$ cat config.mk
export PLATFORM = sky130hd
export DESIGN_NAME = crc_framed_packet_builder_core
export DESIGN_NICKNAME = d
export VERILOG_FILES = /design/src/cfpb_pkg.sv /design/src/cfpb_front.sv /design/src/cfpb_queue.sv /design/src/cfpb_back.sv /design/src/crc_framed_packet_builder_core.sv
export SDC_FILE = /design/constraint.sdc
export NUM_CORES = 1
export LEC_CHECK = 0
export CORE_AREA = 2 2 152 168
export DETAILED_ROUTE_END_ITERATION = 6
export DIE_AREA = 0 0 154 170
export DONT_BUFFER_PORTS = 1
export PLACE_DENSITY = 0.78
export SYNTH_ARGS = -nofsm -noshare
export SYNTH_HDL_FRONTEND = slang
export SYNTH_SLANG_ARGS = --single-unit
$ cat constraint.sdc
create_clock -name clk_i -period 4.33 [get_ports clk_i]
set_input_delay 0.433 -clock clk_i [delete_from_list [all_inputs] [get_ports clk_i]]
set_output_delay 0.433 -clock clk_i [all_outputs]
set_load 0.05 [all_outputs]
$ cat src/cfpb_pkg.sv
// Shared types, constants and the CRC-16/ARC byte update for the frame builder.
package cfpb_pkg;

  // Framing bytes
  localparam logic [7:0] StxHi = 8'h02;
  localparam logic [7:0] StxLo = 8'h5B;
  localparam logic [7:0] EtxHi = 8'h5D;
  localparam logic [7:0] EtxLo = 8'h03;

  // Reflected CRC-16/ARC polynomial
  localparam logic [15:0] CrcPoly = 16'hA001;

  // Length field counts the command and subcommand bytes on top of the payload
  localparam logic [15:0] LenExtra = 16'd2;

  // Job queue between front and back
  localparam int QueueDepth = 4;
  localparam int QueuePtrW  = $clog2(QueueDepth);
  localparam int QueueCntW  = $clog2(QueueDepth + 1);

  typedef enum logic {
    OP_START   = 1'b0,
    OP_PAYLOAD = 1'b1
  } cfpb_op_e;

  // One job for the back part: either a whole header or one payload byte
  typedef struct packed {
    logic        is_start;
    logic        close;     // append CRC and ETX after this job's bytes
    logic [7:0]  seq;
    logic [15:0] flen;
    logic [7:0]  cmd;
    logic [7:0]  sub_cmd;
    logic [7:0]  data;
  } cfpb_job_t;

  typedef struct packed {
    logic full;
    logic empty;
  } cfpb_qstat_t;

  function automatic logic [15:0] crc_arc_byte(input logic [15:0] crc, input logic [7:0] b);
    logic [15:0] c;
    c = crc ^ {8'h00, b};
    for (int i = 0; i < 8; i++) begin
      if (c[0]) begin
        c = (c >> 1) ^ CrcPoly;
      end else begin
        c = c >> 1;
      end
    end
    return c;
  endfunction

endpackage

$ cat src/cfpb_front.sv
// Front part: accept input beats, track frame state and queue jobs for the back part.
module cfpb_front (
  input  logic                   clk_i,
  input  logic                   rst_ni,
  input  logic                   in_valid_i,
  output logic                   in_stall_o,
  input  logic                   op_i,
  input  logic [7:0]             cmd_i,
  input  logic [7:0]             sub_cmd_i,
  input  logic [15:0]            payload_len_i,
  input  logic [7:0]             data_byte_i,
  input  cfpb_pkg::cfpb_qstat_t  qstat_i,
  output logic                   push_o,
  output cfpb_pkg::cfpb_job_t    job_o
);
  import cfpb_pkg::*;

  logic [7:0]  seq_q, seq_d;
  logic [15:0] bytes_left_q, bytes_left_d;
  logic        in_frame_q, in_frame_d;
  logic        accept;
  logic        is_start;

  assign in_stall_o = qstat_i.full;
  assign accept     = in_valid_i && !qstat_i.full;
  assign is_start   = (cfpb_op_e'(op_i) == OP_START);

  always_comb begin
    seq_d        = seq_q;
    bytes_left_d = bytes_left_q;
    in_frame_d   = in_frame_q;
    push_o       = 1'b0;

    job_o.is_start = is_start;
    job_o.seq      = seq_q;
    job_o.flen     = payload_len_i + LenExtra;
    job_o.cmd      = cmd_i;
    job_o.sub_cmd  = sub_cmd_i;
    job_o.data     = data_byte_i;
    job_o.close    = is_start ? (payload_len_i == 16'd0) : (bytes_left_q == 16'd1);

    if (accept) begin
      if (is_start) begin
        // a start abandons any open frame
        push_o       = 1'b1;
        seq_d        = seq_q + 8'd1;
        bytes_left_d = payload_len_i;
        in_frame_d   = (payload_len_i != 16'd0);
      end else if (in_frame_q) begin
        push_o       = 1'b1;
        bytes_left_d = bytes_left_q - 16'd1;
        in_frame_d   = (bytes_left_q != 16'd1);
      end
      // otherwise drop the stray payload byte
    end
  end

  always_ff @(posedge clk_i or negedge rst_ni) begin
    if (!rst_ni) begin
      seq_q        <= '0;
      bytes_left_q <= '0;
      in_frame_q   <= 1'b0;
    end else begin
      seq_q        <= seq_d;
      bytes_left_q <= bytes_left_d;
      in_frame_q   <= in_frame_d;
    end
  end

endmodule

$ cat src/cfpb_queue.sv
// Short job queue between front and back parts.
module cfpb_queue (
  input  logic                   clk_i,
  input  logic                   rst_ni,
  input  logic                   push_i,
  input  cfpb_pkg::cfpb_job_t    job_i,
  input  logic                   pop_i,
  output cfpb_pkg::cfpb_job_t    job_o,
  output cfpb_pkg::cfpb_qstat_t  qstat_o
);
  import cfpb_pkg::*;

  cfpb_job_t              mem_q [QueueDepth];
  logic [QueuePtrW-1:0]   wr_ptr_q, wr_ptr_d;
  logic [QueuePtrW-1:0]   rd_ptr_q, rd_ptr_d;
  logic [QueueCntW-1:0]   count_q, count_d;

  assign qstat_o.full  = (count_q == QueueCntW'(QueueDepth));
  assign qstat_o.empty = (count_q == '0);
  assign job_o         = mem_q[rd_ptr_q];

  always_comb begin
    wr_ptr_d = wr_ptr_q;
    rd_ptr_d = rd_ptr_q;
    count_d  = count_q;
    if (push_i) begin
      wr_ptr_d = (wr_ptr_q == QueuePtrW'(QueueDepth - 1)) ? '0 : wr_ptr_q + 1'b1;
    end
    if (pop_i) begin
      rd_ptr_d = (rd_ptr_q == QueuePtrW'(QueueDepth - 1)) ? '0 : rd_ptr_q + 1'b1;
    end
    if (push_i && !pop_i) begin
      count_d = count_q + 1'b1;
    end else if (pop_i && !push_i) begin
      count_d = count_q - 1'b1;
    end
  end

  always_ff @(posedge clk_i) begin
    if (push_i) begin
      mem_q[wr_ptr_q] <= job_i;
    end
  end

  always_ff @(posedge clk_i or negedge rst_ni) begin
    if (!rst_ni) begin
      wr_ptr_q <= '0;
      rd_ptr_q <= '0;
      count_q  <= '0;
    end else begin
      wr_ptr_q <= wr_ptr_d;
      rd_ptr_q <= rd_ptr_d;
      count_q  <= count_d;
    end
  end

endmodule

$ cat src/cfpb_back.sv
// Back part: serialise queued jobs into frame bytes, run the CRC, hold the output register.
module cfpb_back (
  input  logic                   clk_i,
  input  logic                   rst_ni,
  input  cfpb_pkg::cfpb_job_t    job_i,
  input  cfpb_pkg::cfpb_qstat_t  qstat_i,
  output logic                   pop_o,
  output logic                   out_valid_o,
  input  logic                   out_stall_i,
  output logic [7:0]             tx_byte_o,
  output logic                   frame_last_o
);
  import cfpb_pkg::*;

  typedef enum logic [12:0] {
    PH_HEAD = 13'd1,
    PH_STX0 = 13'd2,
    PH_STX1 = 13'd4,
    PH_SEQ  = 13'd8,
    PH_LENH = 13'd16,
    PH_LENL = 13'd32,
    PH_CMD  = 13'd64,
    PH_SUB  = 13'd128,
    PH_DATA = 13'd256,
    PH_CRCH = 13'd512,
    PH_CRCL = 13'd1024,
    PH_ETX0 = 13'd2048,
    PH_ETX1 = 13'd4096
  } cfpb_phase_e;

  cfpb_phase_e phase_q, phase_d, phase_eff, phase_next;
  logic [15:0] crc_q, crc_d;
  logic        out_valid_q;
  logic [7:0]  tx_byte_q;
  logic        frame_last_q;
  logic [7:0]  byte_sel;
  logic        job_done;
  logic        advance;

  assign advance = !qstat_i.empty && (!out_valid_q || !out_stall_i);

  always_comb begin
    if (phase_q == PH_HEAD) begin
      phase_eff = job_i.is_start ? PH_STX0 : PH_DATA;
    end else begin
      phase_eff = phase_q;
    end
  end

  // byte, CRC update and successor phase for the current position
  always_comb begin
    byte_sel   = StxHi;
    crc_d      = crc_q;
    phase_next = PH_HEAD;
    job_done   = 1'b0;
    case (phase_eff)
      PH_STX0: begin
        byte_sel   = StxHi;
        phase_next = PH_STX1;
      end
      PH_STX1: begin
        byte_sel   = StxLo;
        phase_next = PH_SEQ;
      end
      PH_SEQ: begin
        byte_sel   = job_i.seq;
        crc_d      = crc_arc_byte(16'h0000, job_i.seq);
        phase_next = PH_LENH;
      end
      PH_LENH: begin
        byte_sel   = job_i.flen[15:8];
        crc_d      = crc_arc_byte(crc_q, job_i.flen[15:8]);
        phase_next = PH_LENL;
      end
      PH_LENL: begin
        byte_sel   = job_i.flen[7:0];
        crc_d      = crc_arc_byte(crc_q, job_i.flen[7:0]);
        phase_next = PH_CMD;
      end
      PH_CMD: begin
        byte_sel   = job_i.cmd;
        crc_d      = crc_arc_byte(crc_q, job_i.cmd);
        phase_next = PH_SUB;
      end
      PH_SUB: begin
        byte_sel   = job_i.sub_cmd;
        crc_d      = crc_arc_byte(crc_q, job_i.sub_cmd);
        phase_next = job_i.close ? PH_CRCH : PH_HEAD;
        job_done   = !job_i.close;
      end
      PH_DATA: begin
        byte_sel   = job_i.data;
        crc_d      = crc_arc_byte(crc_q, job_i.data);
        phase_next = job_i.close ? PH_CRCH : PH_HEAD;
        job_done   = !job_i.close;
      end
      PH_CRCH: begin
        byte_sel   = crc_q[15:8];
        phase_next = PH_CRCL;
      end
      PH_CRCL: begin
        byte_sel   = crc_q[7:0];
        phase_next = PH_ETX0;
      end
      PH_ETX0: begin
        byte_sel   = EtxHi;
        phase_next = PH_ETX1;
      end
      PH_ETX1: begin
        byte_sel   = EtxLo;
        phase_next = PH_HEAD;
        job_done   = 1'b1;
      end
      default: begin
        byte_sel   = StxHi;
        phase_next = PH_HEAD;
      end
    endcase
  end

  assign pop_o   = advance && job_done;
  assign phase_d = advance ? phase_next : phase_q;

  always_ff @(posedge clk_i or negedge rst_ni) begin
    if (!rst_ni) begin
      phase_q     <= PH_HEAD;
      crc_q       <= '0;
      out_valid_q <= 1'b0;
    end else begin
      phase_q <= phase_d;
      if (advance) begin
        crc_q       <= crc_d;
        out_valid_q <= 1'b1;
      end else if (!out_stall_i) begin
        out_valid_q <= 1'b0;
      end
    end
  end

  always_ff @(posedge clk_i) begin
    if (advance) begin
      tx_byte_q    <= byte_sel;
      frame_last_q <= (phase_eff == PH_ETX1);
    end
  end

  assign out_valid_o  = out_valid_q;
  assign tx_byte_o    = tx_byte_q;
  assign frame_last_o = frame_last_q;

endmodule

$ cat src/crc_framed_packet_builder_core.sv
// Top level of the STX/ETX frame builder with CRC-16/ARC.
//
// Input channel (in_valid_i / in_stall_o): one beat is either a start item
// (op_i = 0, with cmd_i, sub_cmd_i, payload_len_i) or a payload byte
// (op_i = 1, data_byte_i). Output channel (out_valid_o / out_stall_i): one
// beat is one frame byte on tx_byte_o; frame_last_o marks the closing ETX byte.
// A beat moves on an edge with valid high and stall low on that channel.
//
// With nothing queued, an accepted beat is written into the job queue on the
// accepting edge, and its first byte is then loaded into the output register.
// Payload beats are accepted one per cycle while the job queue is not full,
// and the back part emits one byte per cycle while the receiver does not stall.
// A start beat becomes STX, sequence, length, command and subcommand bytes
// (plus CRC and ETX at length zero); a closing payload beat adds CRC and ETX.
// A four-entry job queue absorbs these bursts; in_stall_o rises only when that
// queue is full. Stray payload beats outside a frame are taken and dropped.
// Reset clears the sequence id, frame state, queue and output register.
// While the receiver stalls, the output beat holds and the queue fills.
module crc_framed_packet_builder_core (
  input  logic        clk_i,
  input  logic        rst_ni,
  input  logic        in_valid_i,
  output logic        in_stall_o,
  input  logic        op_i,
  input  logic [7:0]  cmd_i,
  input  logic [7:0]  sub_cmd_i,
  input  logic [15:0] payload_len_i,
  input  logic [7:0]  data_byte_i,
  output logic        out_valid_o,
  input  logic        out_stall_i,
  output logic [7:0]  tx_byte_o,
  output logic        frame_last_o
);
  import cfpb_pkg::*;

  cfpb_job_t   push_job;
  cfpb_job_t   head_job;
  cfpb_qstat_t qstat;
  logic        push;
  logic        pop;

  // Front: classify beats, keep sequence id and remaining payload count
  cfpb_front u_front (
    .clk_i         (clk_i),
    .rst_ni        (rst_ni),
    .in_valid_i    (in_valid_i),
    .in_stall_o    (in_stall_o),
    .op_i          (op_i),
    .cmd_i         (cmd_i),
    .sub_cmd_i     (sub_cmd_i),
    .payload_len_i (payload_len_i),
    .data_byte_i   (data_byte_i),
    .qstat_i       (qstat),
    .push_o        (push),
    .job_o         (push_job)
  );

  // Queue: decouple acceptance from byte emission
  cfpb_queue u_queue (
    .clk_i   (clk_i),
    .rst_ni  (rst_ni),
    .push_i  (push),
    .job_i   (push_job),
    .pop_i   (pop),
    .job_o   (head_job),
    .qstat_o (qstat)
  );

  // Back: expand each job into bytes and run the CRC
  cfpb_back u_back (
    .clk_i        (clk_i),
    .rst_ni       (rst_ni),
    .job_i        (head_job),
    .qstat_i      (qstat),
    .pop_o        (pop),
    .out_valid_o  (out_valid_o),
    .out_stall_i  (out_stall_i),
    .tx_byte_o    (tx_byte_o),
    .frame_last_o (frame_last_o)
  );

endmodule

======== Yosys cells after proc, flatten, opt, wreduce, memory -nomap -nowiden ========
Memories as Yosys holds them, arrays and structs flattened.
Cells that the tools add are included.
W data, S select, Z words.
operators by class
  add/subtract/negate cells ............... 7
  equality and inequality tests ........... 20
  muxes and demuxes ....................... 113
  bitwise gates (word level) .............. 54
  reduce and logical (&&, ||, !) cells .... 22
operators with widths
  operator                 count
  $mux W16                 92
  $not A2 Y3               47
  $pmux W13 S10            1
  $pmux W16 S6             1
  $pmux W8 S11             1
  $xor A16 B8 Y16          5
  $add A16 B2 Y16 const B  1
  $eq A16 B1 Y1 const B    1
  $logic_not A16 Y1        1
  $ne A16 B1 Y1 const B    1
  $reduce_bool A16 Y1      1
  $sub A16 B1 Y16 const B  1
  $eq A13 B1 Y1 const B    1
  $eq A13 B10 Y1 const B   1
  $eq A13 B11 Y1 const B   1
  $eq A13 B12 Y1 const B   1
  $eq A13 B13 Y1 const B   1
  $eq A13 B2 Y1 const B    1
  $eq A13 B3 Y1 const B    1
  $eq A13 B4 Y1 const B    1
  $eq A13 B5 Y1 const B    1
  $eq A13 B6 Y1 const B    1
  $eq A13 B7 Y1 const B    1
  $eq A13 B8 Y1 const B    1
  25 further kinds         51
storage, ports and cells
  bits in registers ....................... 71
  bits in writable memories ............... 200
  input bits .............................. 45
  output and inout port bits .............. 11
  word-level logic and storage cells ...... 228
  memories kept ........................... 1
memory list
  name           depth  bits a word  rd ports  clocked after memory_dff  write ports  RTL line          source
  u_queue.mem_q  4      50           1         0                         1            cfpb_queue.sv:13  cfpb_job_t mem_q [QueueDepth];

======== Depth between registers and ports, before layout ========
An unclocked memory read counts as a cell.
  depth in word-level cells ............... 26
  depth in mapped cells ................... 14
  mapped depth without buffers ............ 11

======== Cells and area by module ========
From an unflattened synthesis, not the netlist that was laid out.
unflattened totals
  cell total of the unflattened synthesis .. 945
  area, all modules ....................... 13401.6 sq um
by module, submodules not included
  module      instances  cells an instance  area each (sq um)  sequential area each (sq um)
  cfpb_queue  1          299                7691.1             6180.9
  cfpb_back   1          423                3812.4             972.2
  cfpb_front  1          223                1898.1             625.6

======== Worst setup path before layout ========
No wires, ideal clock.
  path kind ............................... register -> register
  start point ............................. register u_queue.count_q[0]
  end point ............................... memory u_queue.mem_q[0][0] (netlist name) (enable)
  setup time .............................. 485 ps
  arrival time ............................ 3087 ps
  data required time ...................... 3845 ps
  slack ................................... 758 ps
  stages on the path, launching flop included .. 7
  buffers on the path ..................... 1
  period minus slack after synthesis ...... 3572 ps
  cell sequence ........................... dfrtp_1 > nor3b_1 > nor2b_1 > o21ai_0 > inv_1 > clkbuf_1 > and2_1
between the ends
  word-level cells in the longest chain between the ends .. 6
ends and longest elaborated chain
  element                        RTL line                              source
  start, declared                cfpb_queue.sv:16                      logic [QueueCntW-1:0] count_q, count_d;
  start signal, assigned         cfpb_queue.sv:53                      count_q <= count_d;
  $eq A3 B3 Y1                   cfpb_queue.sv:18                      assign qstat_o.full = (count_q == QueueCntW'(QueueDepth));
  named net in_stall_o           crc_framed_packet_builder_core.sv:23  output logic in_stall_o,
  $logic_not A1 Y1               cfpb_front.sv:25                      assign accept = in_valid_i && !qstat_i.full;
  $logic_and A1 B1 Y1            cfpb_front.sv:25
  $mux W1                        cfpb_front.sv:42                      if (accept) begin
  named net push                 crc_framed_packet_builder_core.sv:39  logic push;
  $mux W1                        cfpb_queue.sv:40                      if (push_i) begin
  $mux W1 (not written as such)  cfpb_queue.sv:41                      mem_q[wr_ptr_q] <= job_i;
  end, declared                  cfpb_queue.sv:13
The timed path passes the listed nets, and every way through them passes these cells.

======== Worst setup path in the final report ========
  start point ............................. register u_queue.rd_ptr_q[0]
  end point ............................... register u_queue.count_q[1]
between the ends
  word-level cells in the longest chain between the ends .. 10
  elaborated cells between the ends (all ways) .. 15
  classes of those cells .................. eq/ne (3); mux (4); reduce/logical (7); memory (1)
ends and longest elaborated chain
  element                                                RTL line          source
  start, declared                                        cfpb_queue.sv:15  logic [QueuePtrW-1:0] rd_ptr_q, rd_ptr_d;
  start signal, assigned                                 cfpb_queue.sv:52  rd_ptr_q <= rd_ptr_d;
  $mem_v2 Z4 W50 (*)                                     n/a
  $mux W9                                                cfpb_back.sv:44   phase_eff = job_i.is_start ? PH_STX0 : PH_DATA;
  $mux W13                                               cfpb_back.sv:43   if (phase_q == PH_HEAD) begin
  $eq A13 B8 Y1 / $eq A13 B9 Y1 (equally long branches)  cfpb_back.sv:56   case (phase_eff)
  $reduce_or A2 Y1 (no source line)                      n/a
  $pmux W1 S2 (*)                                        cfpb_back.sv:56
  $logic_and A1 B1 Y1 (*)                                cfpb_back.sv:121  assign pop_o = advance && job_done;
  $logic_not A1 Y1 (*)                                   cfpb_queue.sv:32  if (push_i && !pop_i) begin
  $logic_and A1 B1 Y1 (*)                                cfpb_queue.sv:32
  $mux W3 (*)                                            cfpb_queue.sv:32
  named net u_queue.count_d[1]                           cfpb_queue.sv:16
The timed path passes the listed nets; every way through them passes the cells marked *.
A chain may end at the register's enable or synchronous reset.

==> run_results.csv <==
group,metric,value,unit
pwr,ir_drop,443,uV
routing,drt-pass1-iter-count,5,
cts,clkLatencyLatePin,0.53,ns
setup_path,required,4.74,ns
routing,avgViaCountPerCell,6.34,
synth,yosys-top-cells-area,"edfxtp_1 47%, dfrtp_1 11%, mux4_2 9.3%",
setup_path,slowest_delay,0.59,ns
setup_path,r2r_setup_slack,0.93,ns
global_route,globalRouteOverflowTotal,0,
finish,final_layout_size_suffix_gt1_share,14.4,%
sta,tns,0,ns
placement,port_buffers,0,
finish,final_area,14800,um^2
synth,synth_cell_types,68,
global_route,antenna_found_initial,0,
placement,gp_congestion,0.968,
synth,ys_seq_area_share,58.6,%
global_route,grt_pass1_wl,48700,um
routing,num_vias,8280,
global_route,grt_usage,24.2,%
setup_path,worst-path-max-fanout,12,
routing,route.detailed.drc,0,
synth,syn_area_per_cell,14.1,um^2
sta,setup_viol,0,
sta,fin_crit,3.40,ns
placement,dpl.cell_count,1230,
synth,synthesis.nets,996,
cts,cts_tree,"built",
sta,period_share,78.5,%
sta,slew_headroom,20.1,%
hold_path,worstHoldPathCells,2,
placement,hpwlAfterDp,21600,um
die,start_util,54.4,%
cts,cts.sinks,269,
finish,fillers,1726,
setup_path,cp-end-kind,"flip-flop",
sta,skew,0.0139,ns
synth,ys_async_sr_fraction,22.3,%
cts,cts_root_buf,"clkbuf_16",
setup_path,path_cells,"mux4_2 > or3_1 > a21oi_1 > o21ai_1 > ha_1 > inv_1 > fa_1 > mux2_2",
hold_path,worst_hold_path.endpoint,"u_back.out_valid_o$_DFFE_PN0P_",
synth,yosysTopAreaCell,"edfxtp_1",
synth,yosys_register_bits,269,
cts,postCtsResizedCells,0,
cts,post_cts_buffers,0,
die,core_area,24400,um^2
setup_path,crit_family,"multiplexers",
setup_path,reg2reg_depth,8,
global_route,grt_max_degree,61,
setup_path,cp_slowest_cell,"dfrtp_4",
cts,cts_buffer_depth,3,
die,rows,60,
setup_path,worstPathArrival,3.81,ns
setup_path,rr_endpoint,"u_queue.count_q[1]$_DFFE_PN0P_",
sta,slew_violations,0,
pwr,leakagePower,5.17,nW
setup_path,crit_type,"flip-flop to flip-flop",
cts,ctsHoldBuffers,28,
synth,synth-edff-count,209,
setup_path,critPathLaunch,"u_queue.rd_ptr_q[0]$_DFFE_PN0P_",
global_route,grt_pass1_vias,8355,
die,fp.dieW,154,um
routing,wl,31400,um
cts,cts_made_buffers,27,
synth,dominantRegCellSynth,"edfxtp_1",
hold_path,hold_path_class,"input port to flip-flop",
cts,htree_levels,1,
synth,synth_top_area_share,47.3,%
finish,final_cells,1306,
setup_path,crit_buf_inv,1,
setup_path,reg2reg_from,"u_queue.rd_ptr_q[0]$_DFFE_PN0P_",
routing,wl_per_cell,24.0,um
synth,syn_inst,940,
setup_path,cp-start-kind,"flip-flop",
sta,hold_slack,0.0262,ns
finish,area_growth,11.7,%
die,dieArea,26200,um^2
finish,n_antenna_cell,0,
sta,rsz0062_at_grt,"no",
cts,path_clk_slew,0.06,ns
synth,synth_area,13300,um^2
die,chipHeight,170,um
sta,fmax,0.294,GHz
run,max-cap-violations,0,
routing,ant_nets,0,
die,io_pins,56,
hold_path,worstHoldStart,"out_stall_i",
sta,tightest_slew,1.18,ns
placement,dpl_cell_area,13600,um^2
run_status,status,"complete, no violations",
pwr,powerDensity,879,nW/um^2
finish,nNetsFinal,1033,
routing,drt_iter0_drc,820,
sta,finalHoldViolCount,0,
synth,ys_warn_count,0,
## report_power, final
part           total (W)  switching [W]  internal (W)
registers        0.00420       0.000667       0.00354
logic            0.00641        0.00344       0.00298
clock network    0.00241       0.000961       0.00145
## layer usage
metal,track usage (%),vias to the layer above,routed length [um]
met4,7.60,0,915
li1,-,3675,-
met2,40.8,392,15400
met1,32.7,4142,12700
met5,0,-,0
met3,4.05,71,2320
## per-stage QoR
| stage | util (%) | power, W | setup slack (ns) |
|---|---|---|---|
| 2_1_floorplan | - | 0.00912 | 0.758 |
| 3_3_place_gp | 55.8 | 0.0104 | 1.04 |
| 3_5_place_dp | 55.8 | 0.0104 | 0.998 |
| 4_1_cts | 60.8 | 0.0129 | 0.970 |
| 5_1_grt | 60.8 | 0.0137 | 0.836 |
| 6_report | 60.8 | 0.0130 | 0.932 |
## registers in the layout, summed over array words and instances (netlist names)
| name | count |
|---|---|
| u_queue.rd_ptr_q | 2 |
| u_queue.mem_q | 200 |
| u_back.frame_last_o | 1 |
| u_queue.count_q | 3 |
| u_front.seq_q | 8 |
| u_back.phase_q | 11 |
| u_back.tx_byte_o | 8 |
| u_queue.wr_ptr_q | 2 |
| u_front.in_frame_q | 1 |
| u_back.out_valid_o | 1 |
| u_back.crc_q | 16 |
| u_front.bytes_left_q | 16 |
## layout by cell type (no fill, tap or decap), drive strengths merged, types with 6 or more instances in the layout
| cell | count |
|---|---|
| and2 | 9 |
| a22oi | 18 |
| xnor2 | 101 |
| and3 | 9 |
| nand2 | 76 |
| inv | 12 |
| mux4 | 55 |
| nor4 | 9 |
| a22o | 8 |
| clkinv | 8 |
| xor2 | 48 |
| o21ai | 38 |
| ha | 10 |
| buf | 21 |
| o22ai | 21 |
| nor3 | 16 |
| dfrtp | 59 |
| edfxtp | 209 |
| nand3 | 30 |
| mux2i | 6 |
| dlygate4sd3 | 27 |
| nor2 | 42 |
| nand4 | 12 |
| a21oi | 36 |
| clkbuf | 33 |
| xnor3 | 6 |
| nor2b | 6 |
## cells by family after synthesis
| kind of cell | Yosys count | share of synthesized area, % |
|---|---|---|
| adders and majority gates | 11 | 1.09 |
| xor gates and xnor gates | 158 | 12.0 |
| and+or+nand+nor | 230 | 8.58 |
| muxes | 64 | 10.0 |
| DFF | 269 | 58.6 |
| AOI/OAI and AO/OA | 155 | 7.54 |
| buffers and inverters | 53 | 2.11 |
## worst max-delay path by stage
stage	to	cells past startpoint
after floorplan	u_queue.mem_q[0][0]$_DFFE_PP_	6
after global placement	u_back.crc_q[0]$_DFFE_PN0P_	9
after detailed placement	u_back.crc_q[0]$_DFFE_PN0P_	9
after CTS	u_queue.count_q[1]$_DFFE_PN0P_	8
after global routing	u_queue.count_q[1]$_DFFE_PN0P_	9
final	u_queue.count_q[1]$_DFFE_PN0P_	8
## cell usage after synthesis (all sizes together) (2+ instances only)
master	count
xor2	48
a221o	3
and4	4
o221ai	2
xnor3	6
a221oi	3
xor3	3
o2bb2ai	3
nand2	76
inv	11
clkbuf	18
a2111oi	3
o21ai	38
nor2	42
o22ai	21
nor3	16
a2bb2oi	2
ha	10
a22oi	18
and3	9
a21oi	36
o211ai	4
nor4	9
nand4	12
nor4b	2
mux2i	6
or3	3
and2	9
mux2	3
a22o	8
buf	22
nand3	30
mux4	55
xnor2	101
or4	2
a222oi	5
clkinv	2
or2	2
o41ai	2
nand2b	3
nor2b	6
dfrtp	59
edfxtp	209
a211oi	3
## cell type report
cell class              count  area [um^2]  share of cell area (%)
repair buffers             48          460                    3.11
clock inverters            15          213                    1.43
flip-flops and latches    269         7780                    52.5
clock buffers              33          698                    4.71
inverters                  13         48.8                   0.329
well taps                 310          388                    2.62
multi-input cells         618         5230                    35.3
(Power assumes the default switching activity.)
